### src/sv/nds_pkg.sv
// Shared types, constants and digit helpers for the nixie digit scroll sequencer.
package nds_pkg;

  localparam int DigitCountDefault = 6;
  localparam int DigitMaxCount     = 8;

  typedef logic [6:0] time_val_t;
  typedef logic [7:0] byte_t;
  typedef logic [3:0] digit_t;

  localparam digit_t DigitNine = 4'd9;
  localparam digit_t DigitZero = 4'd0;

  // Chain signals handed from one digit cell to the next
  typedef struct packed {
    logic differs;  // some lower digit differs from its request
    logic free;     // no lower digit is still pending
    logic busy;     // some lower digit is pending after this tick
  } chain_t;

  // Per-tick control broadcast to every cell
  typedef struct packed {
    logic latch;    // load targets on this accepted request
    logic run;      // scroll step allowed on this accepted request
  } cell_ctl_t;

  // Tens of a 7-bit value: (v * 205) >> 11 is exact below 1029
  function automatic logic [3:0] tens_of(input time_val_t v);
    logic [14:0] prod;
    prod = 15'(v) * 15'd205;
    return prod[14:11];
  endfunction

  // Ones digit: v - 10 * tens
  function automatic digit_t ones_of(input time_val_t v);
    logic [3:0] t;
    logic [6:0] rem;
    t   = tens_of(v);
    rem = v - (7'(t) * 7'd10);
    return rem[3:0];
  endfunction

  // Tens digit taken mod 10 (tens of a 7-bit value stays below 13)
  function automatic digit_t tens_digit_of(input time_val_t v);
    logic [3:0] t;
    t = tens_of(v);
    return (t > DigitNine) ? (t - 4'd10) : t;
  endfunction

endpackage

### src/sv/nds_if.sv
// Request and frame channel interfaces for the nixie digit scroll sequencer.
interface nds_in_if;
  import nds_pkg::*;

  logic      valid;
  logic      ready;
  time_val_t req_hours;
  time_val_t req_minutes;
  time_val_t req_seconds;
  byte_t     divider_in;

  modport source (output valid, output req_hours, output req_minutes,
                  output req_seconds, output divider_in, input ready);
  modport sink   (input valid, input req_hours, input req_minutes,
                  input req_seconds, input divider_in, output ready);
endinterface

interface nds_out_if;
  import nds_pkg::*;

  logic  valid;
  logic  ready;
  byte_t hours_byte;
  byte_t minutes_byte;
  byte_t seconds_byte;
  byte_t divider_byte;
  logic  new_frame;
  logic  busy_res;

  modport source (output valid, output hours_byte, output minutes_byte,
                  output seconds_byte, output divider_byte, output new_frame,
                  output busy_res, input ready);
  modport sink   (input valid, input hours_byte, input minutes_byte,
                  input seconds_byte, input divider_byte, input new_frame,
                  input busy_res, output ready);
endinterface

### src/sv/nixie_digit_scroll_sequencer_core.sv
// Top level of the nixie digit scroll sequencer: digit cell row and frame register.
//
// in_chan carries one frame tick per request: requested hours, minutes and
// seconds plus a divider lamp byte. out_chan returns exactly one frame per
// request: packed digits (tens in the low nibble, ones in the high nibble),
// the held divider, new_frame when a digit stepped and busy_res while the
// scroll goes on. When idle and any requested digit differs from the shown
// one, targets and divider are loaded and the first step is taken on the
// same tick; requests that arrive while scrolling only advance the scroll.
// Each tick moves the lowest pending digit by one, counting up through 9.
// Frames are registered, valid in the cycle after accept; one request is taken
// every cycle while out_chan is ready, set by the single pass through the cells.
// The frame register frees in_chan.ready whenever it is empty or being
// taken, so a stalled receiver holds the frame and back-pressures requests.
// Reset clears all digits, targets, the divider and the scrolling flag.
module nixie_digit_scroll_sequencer_core #(
  parameter int DIGIT_COUNT = nds_pkg::DigitCountDefault
) (
  input  logic      clk,
  input  logic      rst_n,
  nds_in_if.sink    in_chan,
  nds_out_if.source out_chan
);
  import nds_pkg::*;

  logic      scrolling_r, scrolling_nxt;
  byte_t     divider_r, divider_nxt;
  logic      out_valid_r, out_valid_nxt;
  byte_t     hours_r, minutes_r, seconds_r, div_out_r;
  logic      frame_r, busy_r;

  logic      accept;
  logic      latch;
  logic      scroll_eff;
  logic      stepped;
  cell_ctl_t ctl;
  digit_t    req_d   [DigitMaxCount];
  digit_t    shown_d [DigitMaxCount];
  chain_t    chain   [DIGIT_COUNT+1];

  assign in_chan.ready = !out_valid_r || out_chan.ready;
  assign accept        = in_chan.valid && in_chan.ready;

  // Split requests into decimal digits, lowest first
  always_comb begin
    for (int i = 0; i < DigitMaxCount; i++) begin
      req_d[i] = DigitZero;
    end
    req_d[0] = ones_of(in_chan.req_seconds);
    req_d[1] = tens_digit_of(in_chan.req_seconds);
    req_d[2] = ones_of(in_chan.req_minutes);
    req_d[3] = tens_digit_of(in_chan.req_minutes);
    req_d[4] = ones_of(in_chan.req_hours);
    req_d[5] = tens_digit_of(in_chan.req_hours);
  end

  assign chain[0] = '{differs: 1'b0, free: 1'b1, busy: 1'b0};

  // Row of digit cells
  for (genvar g = 0; g < DigitMaxCount; g++) begin : g_digit
    if (g < DIGIT_COUNT) begin : g_cell
      nds_digit_cell u_cell (
        .clk        (clk),
        .rst_n      (rst_n),
        .ctl        (ctl),
        .req_digit  (req_d[g]),
        .chain_in   (chain[g]),
        .chain_out  (chain[g+1]),
        .shown_next (shown_d[g])
      );
    end else begin : g_pad
      assign shown_d[g] = DigitZero;
    end
  end

  // Start and step control
  always_comb begin
    latch         = !scrolling_r && chain[DIGIT_COUNT].differs;
    scroll_eff    = scrolling_r || latch;
    ctl.latch     = accept && latch;
    ctl.run       = accept && scroll_eff;
    stepped       = scroll_eff && !chain[DIGIT_COUNT].free;
    scrolling_nxt = scrolling_r;
    divider_nxt   = divider_r;
    if (accept) begin
      scrolling_nxt = scroll_eff && chain[DIGIT_COUNT].busy;
      if (latch) begin
        divider_nxt = in_chan.divider_in;
      end
    end
  end

  // Hold the frame until taken
  always_comb begin
    out_valid_nxt = out_valid_r;
    if (accept) begin
      out_valid_nxt = 1'b1;
    end else if (out_chan.ready) begin
      out_valid_nxt = 1'b0;
    end
  end

  always_ff @(posedge clk) begin
    if (!rst_n) begin
      scrolling_r <= 1'b0;
      divider_r   <= '0;
      out_valid_r <= 1'b0;
    end else begin
      scrolling_r <= scrolling_nxt;
      divider_r   <= divider_nxt;
      out_valid_r <= out_valid_nxt;
    end
  end

  // Load frame payload on each accepted request
  always_ff @(posedge clk) begin
    if (accept) begin
      hours_r   <= {shown_d[4], shown_d[5]};
      minutes_r <= {shown_d[2], shown_d[3]};
      seconds_r <= {shown_d[0], shown_d[1]};
      div_out_r <= divider_nxt;
      frame_r   <= stepped;
      busy_r    <= scrolling_nxt;
    end
  end

  assign out_chan.valid        = out_valid_r;
  assign out_chan.hours_byte   = hours_r;
  assign out_chan.minutes_byte = minutes_r;
  assign out_chan.seconds_byte = seconds_r;
  assign out_chan.divider_byte = div_out_r;
  assign out_chan.new_frame    = frame_r;
  assign out_chan.busy_res     = busy_r;

endmodule

### src/sv/nds_digit_cell.sv
// One digit cell: shown digit, target digit and wrap flag, with chain links.
module nds_digit_cell (
  input  logic               clk,
  input  logic               rst_n,
  input  nds_pkg::cell_ctl_t ctl,
  input  nds_pkg::digit_t    req_digit,
  input  nds_pkg::chain_t    chain_in,
  output nds_pkg::chain_t    chain_out,
  output nds_pkg::digit_t    shown_next
);
  import nds_pkg::*;

  digit_t shown_r, shown_nxt;
  digit_t target_r, target_nxt;
  logic   passed_r, passed_nxt;

  logic   passed_v;
  logic   pending;
  logic   step;
  logic   wrap;

  // Latch target, pick the step, advance the digit
  always_comb begin
    target_nxt = ctl.latch ? req_digit : target_r;
    passed_v   = ctl.latch ? (req_digit == shown_r) : passed_r;
    pending    = !(passed_v && (shown_r == target_nxt));
    step       = ctl.run && pending && chain_in.free;
    wrap       = (shown_r >= DigitNine);
    shown_nxt  = shown_r;
    passed_nxt = passed_v;
    if (step) begin
      if (wrap) begin
        shown_nxt  = DigitZero;
        passed_nxt = 1'b1;
      end else begin
        shown_nxt  = shown_r + 4'd1;
      end
    end
  end

  // Hand chain state to the next digit up
  always_comb begin
    chain_out.differs = chain_in.differs || (req_digit != shown_r);
    chain_out.free    = chain_in.free && !pending;
    chain_out.busy    = chain_in.busy || !(passed_nxt && (shown_nxt == target_nxt));
  end

  assign shown_next = shown_nxt;

  always_ff @(posedge clk) begin
    if (!rst_n) begin
      shown_r  <= DigitZero;
      target_r <= DigitZero;
      passed_r <= 1'b0;
    end else begin
      shown_r  <= shown_nxt;
      target_r <= target_nxt;
      passed_r <= passed_nxt;
    end
  end

endmodule
### src/flat_wrapper.sv
// flat-port wrapper written by rule: the top's interface ports become plain ports
module nixie_digit_scroll_sequencer_core_flat import nds_pkg::*;
#(
  parameter int DIGIT_COUNT = nds_pkg::DigitCountDefault
)
  (clk, rst_n, in_chan_valid, in_chan_req_hours, in_chan_req_minutes, in_chan_req_seconds, in_chan_divider_in, in_chan_ready, out_chan_valid, out_chan_hours_byte, out_chan_minutes_byte, out_chan_seconds_byte, out_chan_divider_byte, out_chan_new_frame, out_chan_busy_res, out_chan_ready);
  nds_in_if in_chan_i ();
  nds_out_if out_chan_i ();
  input  logic clk;
  input  logic rst_n;
  input wire logic [$bits(in_chan_i.valid)-1:0] in_chan_valid;
  input wire logic [$bits(in_chan_i.req_hours)-1:0] in_chan_req_hours;
  input wire logic [$bits(in_chan_i.req_minutes)-1:0] in_chan_req_minutes;
  input wire logic [$bits(in_chan_i.req_seconds)-1:0] in_chan_req_seconds;
  input wire logic [$bits(in_chan_i.divider_in)-1:0] in_chan_divider_in;
  output wire logic [$bits(in_chan_i.ready)-1:0] in_chan_ready;
  output wire logic [$bits(out_chan_i.valid)-1:0] out_chan_valid;
  output wire logic [$bits(out_chan_i.hours_byte)-1:0] out_chan_hours_byte;
  output wire logic [$bits(out_chan_i.minutes_byte)-1:0] out_chan_minutes_byte;
  output wire logic [$bits(out_chan_i.seconds_byte)-1:0] out_chan_seconds_byte;
  output wire logic [$bits(out_chan_i.divider_byte)-1:0] out_chan_divider_byte;
  output wire logic [$bits(out_chan_i.new_frame)-1:0] out_chan_new_frame;
  output wire logic [$bits(out_chan_i.busy_res)-1:0] out_chan_busy_res;
  input wire logic [$bits(out_chan_i.ready)-1:0] out_chan_ready;
  assign in_chan_i.valid = in_chan_valid;
  assign in_chan_i.req_hours = in_chan_req_hours;
  assign in_chan_i.req_minutes = in_chan_req_minutes;
  assign in_chan_i.req_seconds = in_chan_req_seconds;
  assign in_chan_i.divider_in = in_chan_divider_in;
  assign in_chan_ready = in_chan_i.ready;
  assign out_chan_valid = out_chan_i.valid;
  assign out_chan_hours_byte = out_chan_i.hours_byte;
  assign out_chan_minutes_byte = out_chan_i.minutes_byte;
  assign out_chan_seconds_byte = out_chan_i.seconds_byte;
  assign out_chan_divider_byte = out_chan_i.divider_byte;
  assign out_chan_new_frame = out_chan_i.new_frame;
  assign out_chan_busy_res = out_chan_i.busy_res;
  assign out_chan_i.ready = out_chan_ready;
  nixie_digit_scroll_sequencer_core #(.DIGIT_COUNT(DIGIT_COUNT)) u_core (.clk(clk), .rst_n(rst_n), .in_chan(in_chan_i), .out_chan(out_chan_i));
endmodule
### config.mk
export PLATFORM = sky130hd
export DESIGN_NAME = nixie_digit_scroll_sequencer_core_flat
export DESIGN_NICKNAME = d
export VERILOG_FILES = /design/src/sv/nds_pkg.sv /design/src/sv/nds_if.sv /design/src/sv/nixie_digit_scroll_sequencer_core.sv /design/src/sv/nds_digit_cell.sv /design/src/flat_wrapper.sv
export SDC_FILE = /design/constraint.sdc
export NUM_CORES = 1
export LEC_CHECK = 0
export BUFFER_PORTS_ARGS = -buffer_cell sky130_fd_sc_hd__buf_4
export CORE_ASPECT_RATIO = 2
export CORE_MARGIN = 2
export CORE_UTILIZATION = 63
export CTS_BUF_LIST = sky130_fd_sc_hd__clkbuf_16
export DETAILED_ROUTE_END_ITERATION = 16
export HOLD_SLACK_MARGIN = 0.02
export PLACE_DENSITY = 0.83
export REMOVE_ABC_BUFFERS = 1
export SYNTH_ARGS = -nofsm -noshare
export SYNTH_HDL_FRONTEND = slang
export SYNTH_SLANG_ARGS = --single-unit
### constraint.sdc
create_clock -name clk -period 10.85 [get_ports clk]
set_input_delay 1.6275 -clock clk [delete_from_list [all_inputs] [get_ports clk]]
set_output_delay 1.6275 -clock clk [all_outputs]
set_load 0.005 [all_outputs]
# --- Word level (Yosys, flattened, before mapping) ---
# Cells that the tools add are included.
word_totals:
  regBits: 98
  inputBits: 33
  output_inout_bits: 36
  word_cells: 184
classes:
  n_addsub: 12
  multipliers: 6
  n_lt_le_gt_ge: 9
  n_eq_ne: 24
  muxes: 44
  n_reduce_logical: 62
op_table:
  columns: ["cell", "n"]
  rows:
  - ["$mux W4", 21]
  - ["$eq A4 B4 Y1", 18]
  - ["$mul A7 B8 Y15 const B", 3]
  - ["$logic_and A1 B1 Y1", 34]
  - ["$add A4 B1 Y4 const B", 6]
  - ["$ge A4 B4 Y1 const B", 6]
  - ["$ne A4 B4 Y1", 6]
  - ["$mux W1", 21]
  - ["$mux W8", 2]
  - ["$logic_not A1 Y1", 15]
  - ["$gt A4 B4 Y1 const B", 3]
  - ["$logic_or A1 B1 Y1", 12]
  - ["$mul A4 B3 Y3 const B", 3]
  - ["$sub A4 B4 Y4", 3]
  - ["$sub A4 B4 Y4 const B", 3]
  - ["$reduce_bool A2 Y1", 1]

# --- Logic depth before layout (Yosys ltp) ---
logic_depth:
  ltp_word: 28
  depth_mapped: 37
  depth_no_buf: 34

# --- By module ---
# From an unflattened synthesis, not the netlist that was laid out.
unflattened:
  cells_unflattened: 887
  area_unflattened_um2: 8881.0
modules_own_cells:
  columns: ["module", "n_inst", "cells_per_inst", "area_per_inst_um2", "seq_area_each_um2"]
  rows:
  - ["nixie_digit_scroll_sequencer_core", 1, 443, 4616.9, 1221.2]
  - ["nds_digit_cell", 6, 74, 710.7, 180.2]

# --- Least setup slack after synthesis ---
# Ideal clock, no wire load.
synth_path:
  path_type: "input to register"
  startpoint: "input port in_chan_req_seconds[4]"
  endpoint: "register u_core.busy_r, in the netlist u_core.out_chan.busy_res (data pin)"
  setup_ps: 265
  arrival_ps: 9473
  setup_slack_ps: 1111
  path_stages: 33
  n_path_buf: 0
  path_cell_list: "ha_1 -> inv_1 -> fa_1 -> inv_1 -> ha_1 -> inv_1 -> fa_1 -> inv_1 -> ha_1 -> nand3_1 -> a211o_1 -> a21oi_1 -> nor2_1 -> xnor2_1 -> ha_1 -> inv_1 -> fa_1 -> xnor2_1 -> a2111oi_0 -> mux2_1 -> nor3_1 -> xnor3_1 -> nor4_4 -> nand4_2 -> o31ai_1 -> o21ai_1 -> a211oi_1 -> mux2_2 -> a2111oi_1 -> nand4_1 -> or4_1 -> a2111oi_2 -> nor2_1"
synth_between:
  elab_chain_len: 28
synth_rtl:
  columns: ["item", "line_no", "source"]
  rows:
  - ["start, declared", "flat_wrapper.sv:14", "input wire logic [$bits(in_chan_i.req_seconds)-1:0] in_chan_req_seconds;"]
  - ["$mul A7 B8 Y15 *", "nds_pkg.sv:30", "prod = 15'(v) * 15'd205;"]
  - ["$mul A4 B3 Y3, or another cell as far along", "nds_pkg.sv:39", "rem = v - (7'(t) * 7'd10);"]
  - ["$sub A4 B4 Y4 or $mux W4 (tied branches)", "nds_pkg.sv:39, nds_pkg.sv:47", null]
  - ["$ne A4 B4 Y1", "nds_digit_cell.sv:43", "chain_out.differs = chain_in.differs || (req_digit != shown_r);"]
  - ["$logic_or A1 B1 Y1 (5 in a row)", "nds_digit_cell.sv:43", null]
  - ["$logic_and A1 B1 Y1", "nixie_digit_scroll_sequencer_core.sv:78", "latch = !scrolling_r && chain[DIGIT_COUNT].differs;"]
  - ["$logic_and A1 B1 Y1", "nixie_digit_scroll_sequencer_core.sv:80", "ctl.latch = accept && latch;"]
  - ["$mux W4", "nds_digit_cell.sv:24", "target_nxt = ctl.latch ? req_digit : target_r;"]
  - ["(+5 left out)", null, null]
  - ["$mux W4", "nds_digit_cell.sv:31", "if (step) begin"]
  - ["$eq A4 B4 Y1", "nds_digit_cell.sv:45", "chain_out.busy = chain_in.busy || !(passed_nxt && (shown_nxt == target_nxt));"]
  - ["$logic_and A1 B1 Y1", "nds_digit_cell.sv:45", null]
  - ["$logic_not A1 Y1", "nds_digit_cell.sv:45", null]
  - ["$logic_or A1 B1 Y1 (5 in a row)", "nds_digit_cell.sv:45", null]
  - ["$logic_and A1 B1 Y1 *", "nixie_digit_scroll_sequencer_core.sv:86", "scrolling_nxt = scroll_eff && chain[DIGIT_COUNT].busy;"]
  - ["$mux W1 *", "nixie_digit_scroll_sequencer_core.sv:85", "if (accept) begin"]
  - ["net u_core.scrolling_nxt", "nixie_digit_scroll_sequencer_core.sv:26", "logic scrolling_r, scrolling_nxt;"]
  - ["end signal, assigned", "nixie_digit_scroll_sequencer_core.sv:123", "busy_r <= scrolling_nxt;"]
  - ["end, declared", "nixie_digit_scroll_sequencer_core.sv:30", "logic frame_r, busy_r;"]
# The timed path passes the listed nets; every way through them passes the cells marked *.
# A chain may end at the register's enable or synchronous reset.

# --- Worst setup path in the final report ---
# Ends and elaborated chain as after synthesis.

==> flow_summary.toml <==
[status]
status = "complete, no violations"

[yosys]
synth_edf_count = 34
synth_top_family_by_area = "simple AND/OR/NAND/NOR gates"
synth-seq-cells = 98
synthAdderAreaFrac_pct = 21.25
netlist_area_mm2 = 0.009904
synth-simple-area-share_pct = 21.93
yosysWarnings = 0
muxShareOfSynthArea_pct = 3.272
yosysUniqueCellTypes = 102
synth_top_flop_cell = "dfxtp_1"
ys_seq_area_share_pct = 23.24
synth_compound_area_share_pct = 17.66
post_synth.cell_area_avg_um2 = 8.711
synth_cells = 1137
synth_xor_area_share_pct = 6.544
async_reset_ff_share_pct = 0

[route]
drtIter0Drc = 515
wl_um = 30010
dr.pass1.iters = 7
vias_per_cell = 6.413
ant_nets = 0
post_drt_wl_per_cell_um = 21.25
drc = 0
vias = 9055

[power]
internal-power_w = 0.001086
p_comb_share_pct = 63.1
p_leak_nw = 4.982
p_sw_share_pct = 46.99
switching_power_w = 0.0009622
powerDensity_mw_per_mm2 = 184.1
pwr-share-clk_pct = 15.5
seqPwrFrac_pct = 21.4
irDropWorstVdd_uv = 117.9

[placement]
port_buffers = 68
dp.cells = 1395
routabilityCongestion = 1.072
dp_hpwl_um = 24130

[finish]
syn_to_final_growth_pct = 12.29
nNetsFinal = 1394
layout.cells.non_filler = 1412
utilization_pct = 72.34
final_cell_mix = "ha_1 (125), buf_4 (106), inv_1 (103), nand2_1 (87), dfxtp_1 (64)"
layout_commonest_cell = "ha_1"
drive_gt1_share_pct = 15.73
n_antenna_cell = 0
nFillCells = 1221

[die]
rows = 64
core_mm2 = 0.01537
die_area_mm2 = 0.01680
initial_core_util_pct = 64.42
top_level_ports = 69
fp.dieH_um = 181.3
die_x_um = 92.66

[sta]
finalHoldViolations = 0
finClkSkew_ns = 0.009506
drv_slew = 0
fin_hold_ws_ns = 0.5348
worstMarginPinSlew_ns = 0.9593
min_period_ns = 10.43
setup_viol = 0
finalSetupTns_ns = 0
rsz0062_at_grt = "no"
timing.fmax_mhz = 95.84
slew_headroom_pct = 35.55
fin_crit_sh_pct = 96.17

[critical_path]
crit_required_ns = 10.96
path_delay_family = "simple AND/OR/NAND/NOR gates"
start_kind = "primary input"
crit_buf_inv = 7
critPathKind = "primary input to register"
cp_max_fo = 8
cp_slowest_stage_delay_ns = 0.63
crit_slowest_cell = "or4_1"
worst_ep_arrival_time_ns = 10.55
worstSetupEndpointType = "register"
cpMostUsedCell = "inv_1"

[clock_network]
cts_tree = "built"
clkSlewWorstSetupHoldPaths_ns = 0.08
root_buffer = "clkbuf_16"
cts_buffers = 9
clock_latency_ns = 0.36
cts_num_sinks = 98
cts_max_level = 3
holdBufCountCts = 0
cts_buffer_depth = 2

[global_routing]
grt_start_max_net_pins = 65
grt_pass1_wl_um = 46470
antenna_found_initial = 0
overflow = 0
track_usage_pct = 35.93
grt_pass1_vias = 9292

[worst_hold_path]
hold_class = "register to register"

[run]
maxCapViolations = 0
worst min-delay path: stages (launching register included):
cell and delay [ns]:
dfxtp_1 0.31, nand2_1 0.04, nand2_1 0.07
through the flow:
| stage | cell area (um2) | power (W) | worst slack (ns) |
|---|---|---|---|
| 2_1_floorplan | 9702 | 0.001315 | 0.4909 |
| 3_3_place_gp | 10760 | 0.001660 | -0.1233 |
| 3_5_place_dp | 10760 | 0.001687 | -0.2917 |
| 4_1_cts | 11050 | 0.002008 | 0.06262 |
| 5_1_grt | 11120 | 0.002164 | 0.02258 |
| 6_report | 11120 | 0.002048 | 0.4154 |
logic make-up (layout without fill, tap and decap cells):
group,Yosys count,after routing
buf+inv,153,230
mux,31,31
fa+ha+maj,152,152
xor+xnor,66,66
compound gates,241,241
simple gates,396,396
flops,98,98
cell usage after synthesis (all sizes together), types with 5 or more instances:
cell     number  area share [%]
o21a          8            0.61
edfxtp       34              10
and2         56             3.6
nor3         23             1.2
mux2i        20             2.0
a21o          8            0.61
and4          5            0.44
a31o          7            0.62
inv         106             4.0
and3         16             1.0
or2           8            0.51
fa           27             5.5
o2111ai       8            0.71
a21oi        56             2.9
xnor2        39             3.6
or3          12            0.81
o31ai         5            0.38
ha          125              16
nor2         64             2.4
nand4        23             1.5
a211oi       18             1.6
nor4         12             1.5
o22ai         5            0.32
nand2        89             3.5
dfxtp        64              13
o211ai        8            0.66
a211o         6            0.53
xor2         23             2.0
clkbuf       33             1.3
a41oi         5            0.52
mux2         11             1.3
o21ai        44             2.4
nand2b       13            0.82
nor2b        28             1.8
a2111oi       9            0.87
nand3        32             1.6
a21boi        5            0.38
buf          13            0.80
flip-flops by register name, summed over array words and instances (netlist names), 6 cells and up:
signal / cells
u_core.divider_r: 8
u_core.g_digit.g_cell.u_cell.target_r: 24
u_core.out_chan.minutes_byte: 8
u_core.out_chan.divider_byte: 8
u_core.g_digit.g_cell.u_cell.passed_r: 6
u_core.out_chan.hours_byte: 8
u_core.out_chan.seconds_byte: 8
u_core.g_digit.g_cell.u_cell.shown_r: 24
power by group through the flow:
stage / clock network (W) / logic [W] / registers (W)
6_report: 0.000318 / 0.00129 / 0.000438
2_1_floorplan: 0 / 0.000875 / 0.000440
4_1_cts: 0.000321 / 0.00125 / 0.000436
3_3_place_gp: 0 / 0.00122 / 0.000444
3_5_place_dp: 0 / 0.00124 / 0.000445
5_1_grt: 0.000332 / 0.00139 / 0.000441
final cells by class:
cell class	instances	area [um2]	area share, %
multi-input cells	886	7071	63.57
clock inverters	7	58.81	0.5287
well taps	198	247.7	2.227
clock buffers	9	225.2	2.025
repair buffers	107	815.8	7.335
flip-flops and latches	98	2302	20.70
inverters	107	401.6	3.611
timing repair:
action	4_1_cts	5_1_grt
setup endpoints to repair	0	2
buffers inserted	0	1
gates resized for setup	0	12
metal layers:
layer  GRT usage (%)  part of all wire [%]
met3           4.629                   4.2
met5               0                     0
met4           32.29                    11
met2           67.27                    53
met1           32.06                    32
final timing paths:
kind / start / end / slack (ns) / cells past startpoint
hold / removal: u_core.divider_r[0] / u_core.out_chan.divider_byte[0] / 0.53 / 2
setup / recovery: in_chan_req_seconds[4] / u_core.out_chan.busy_res / 0.42 / 36
setup reg to reg: u_core.g_digit[3].g_cell.u_cell.shown_r[2] / u_core.out_chan.busy_res / 4.95 / 17
hold reg to reg: u_core.divider_r[0] / u_core.out_chan.divider_byte[0] / 0.53 / 2
Power figures use the tool's default switching activity.
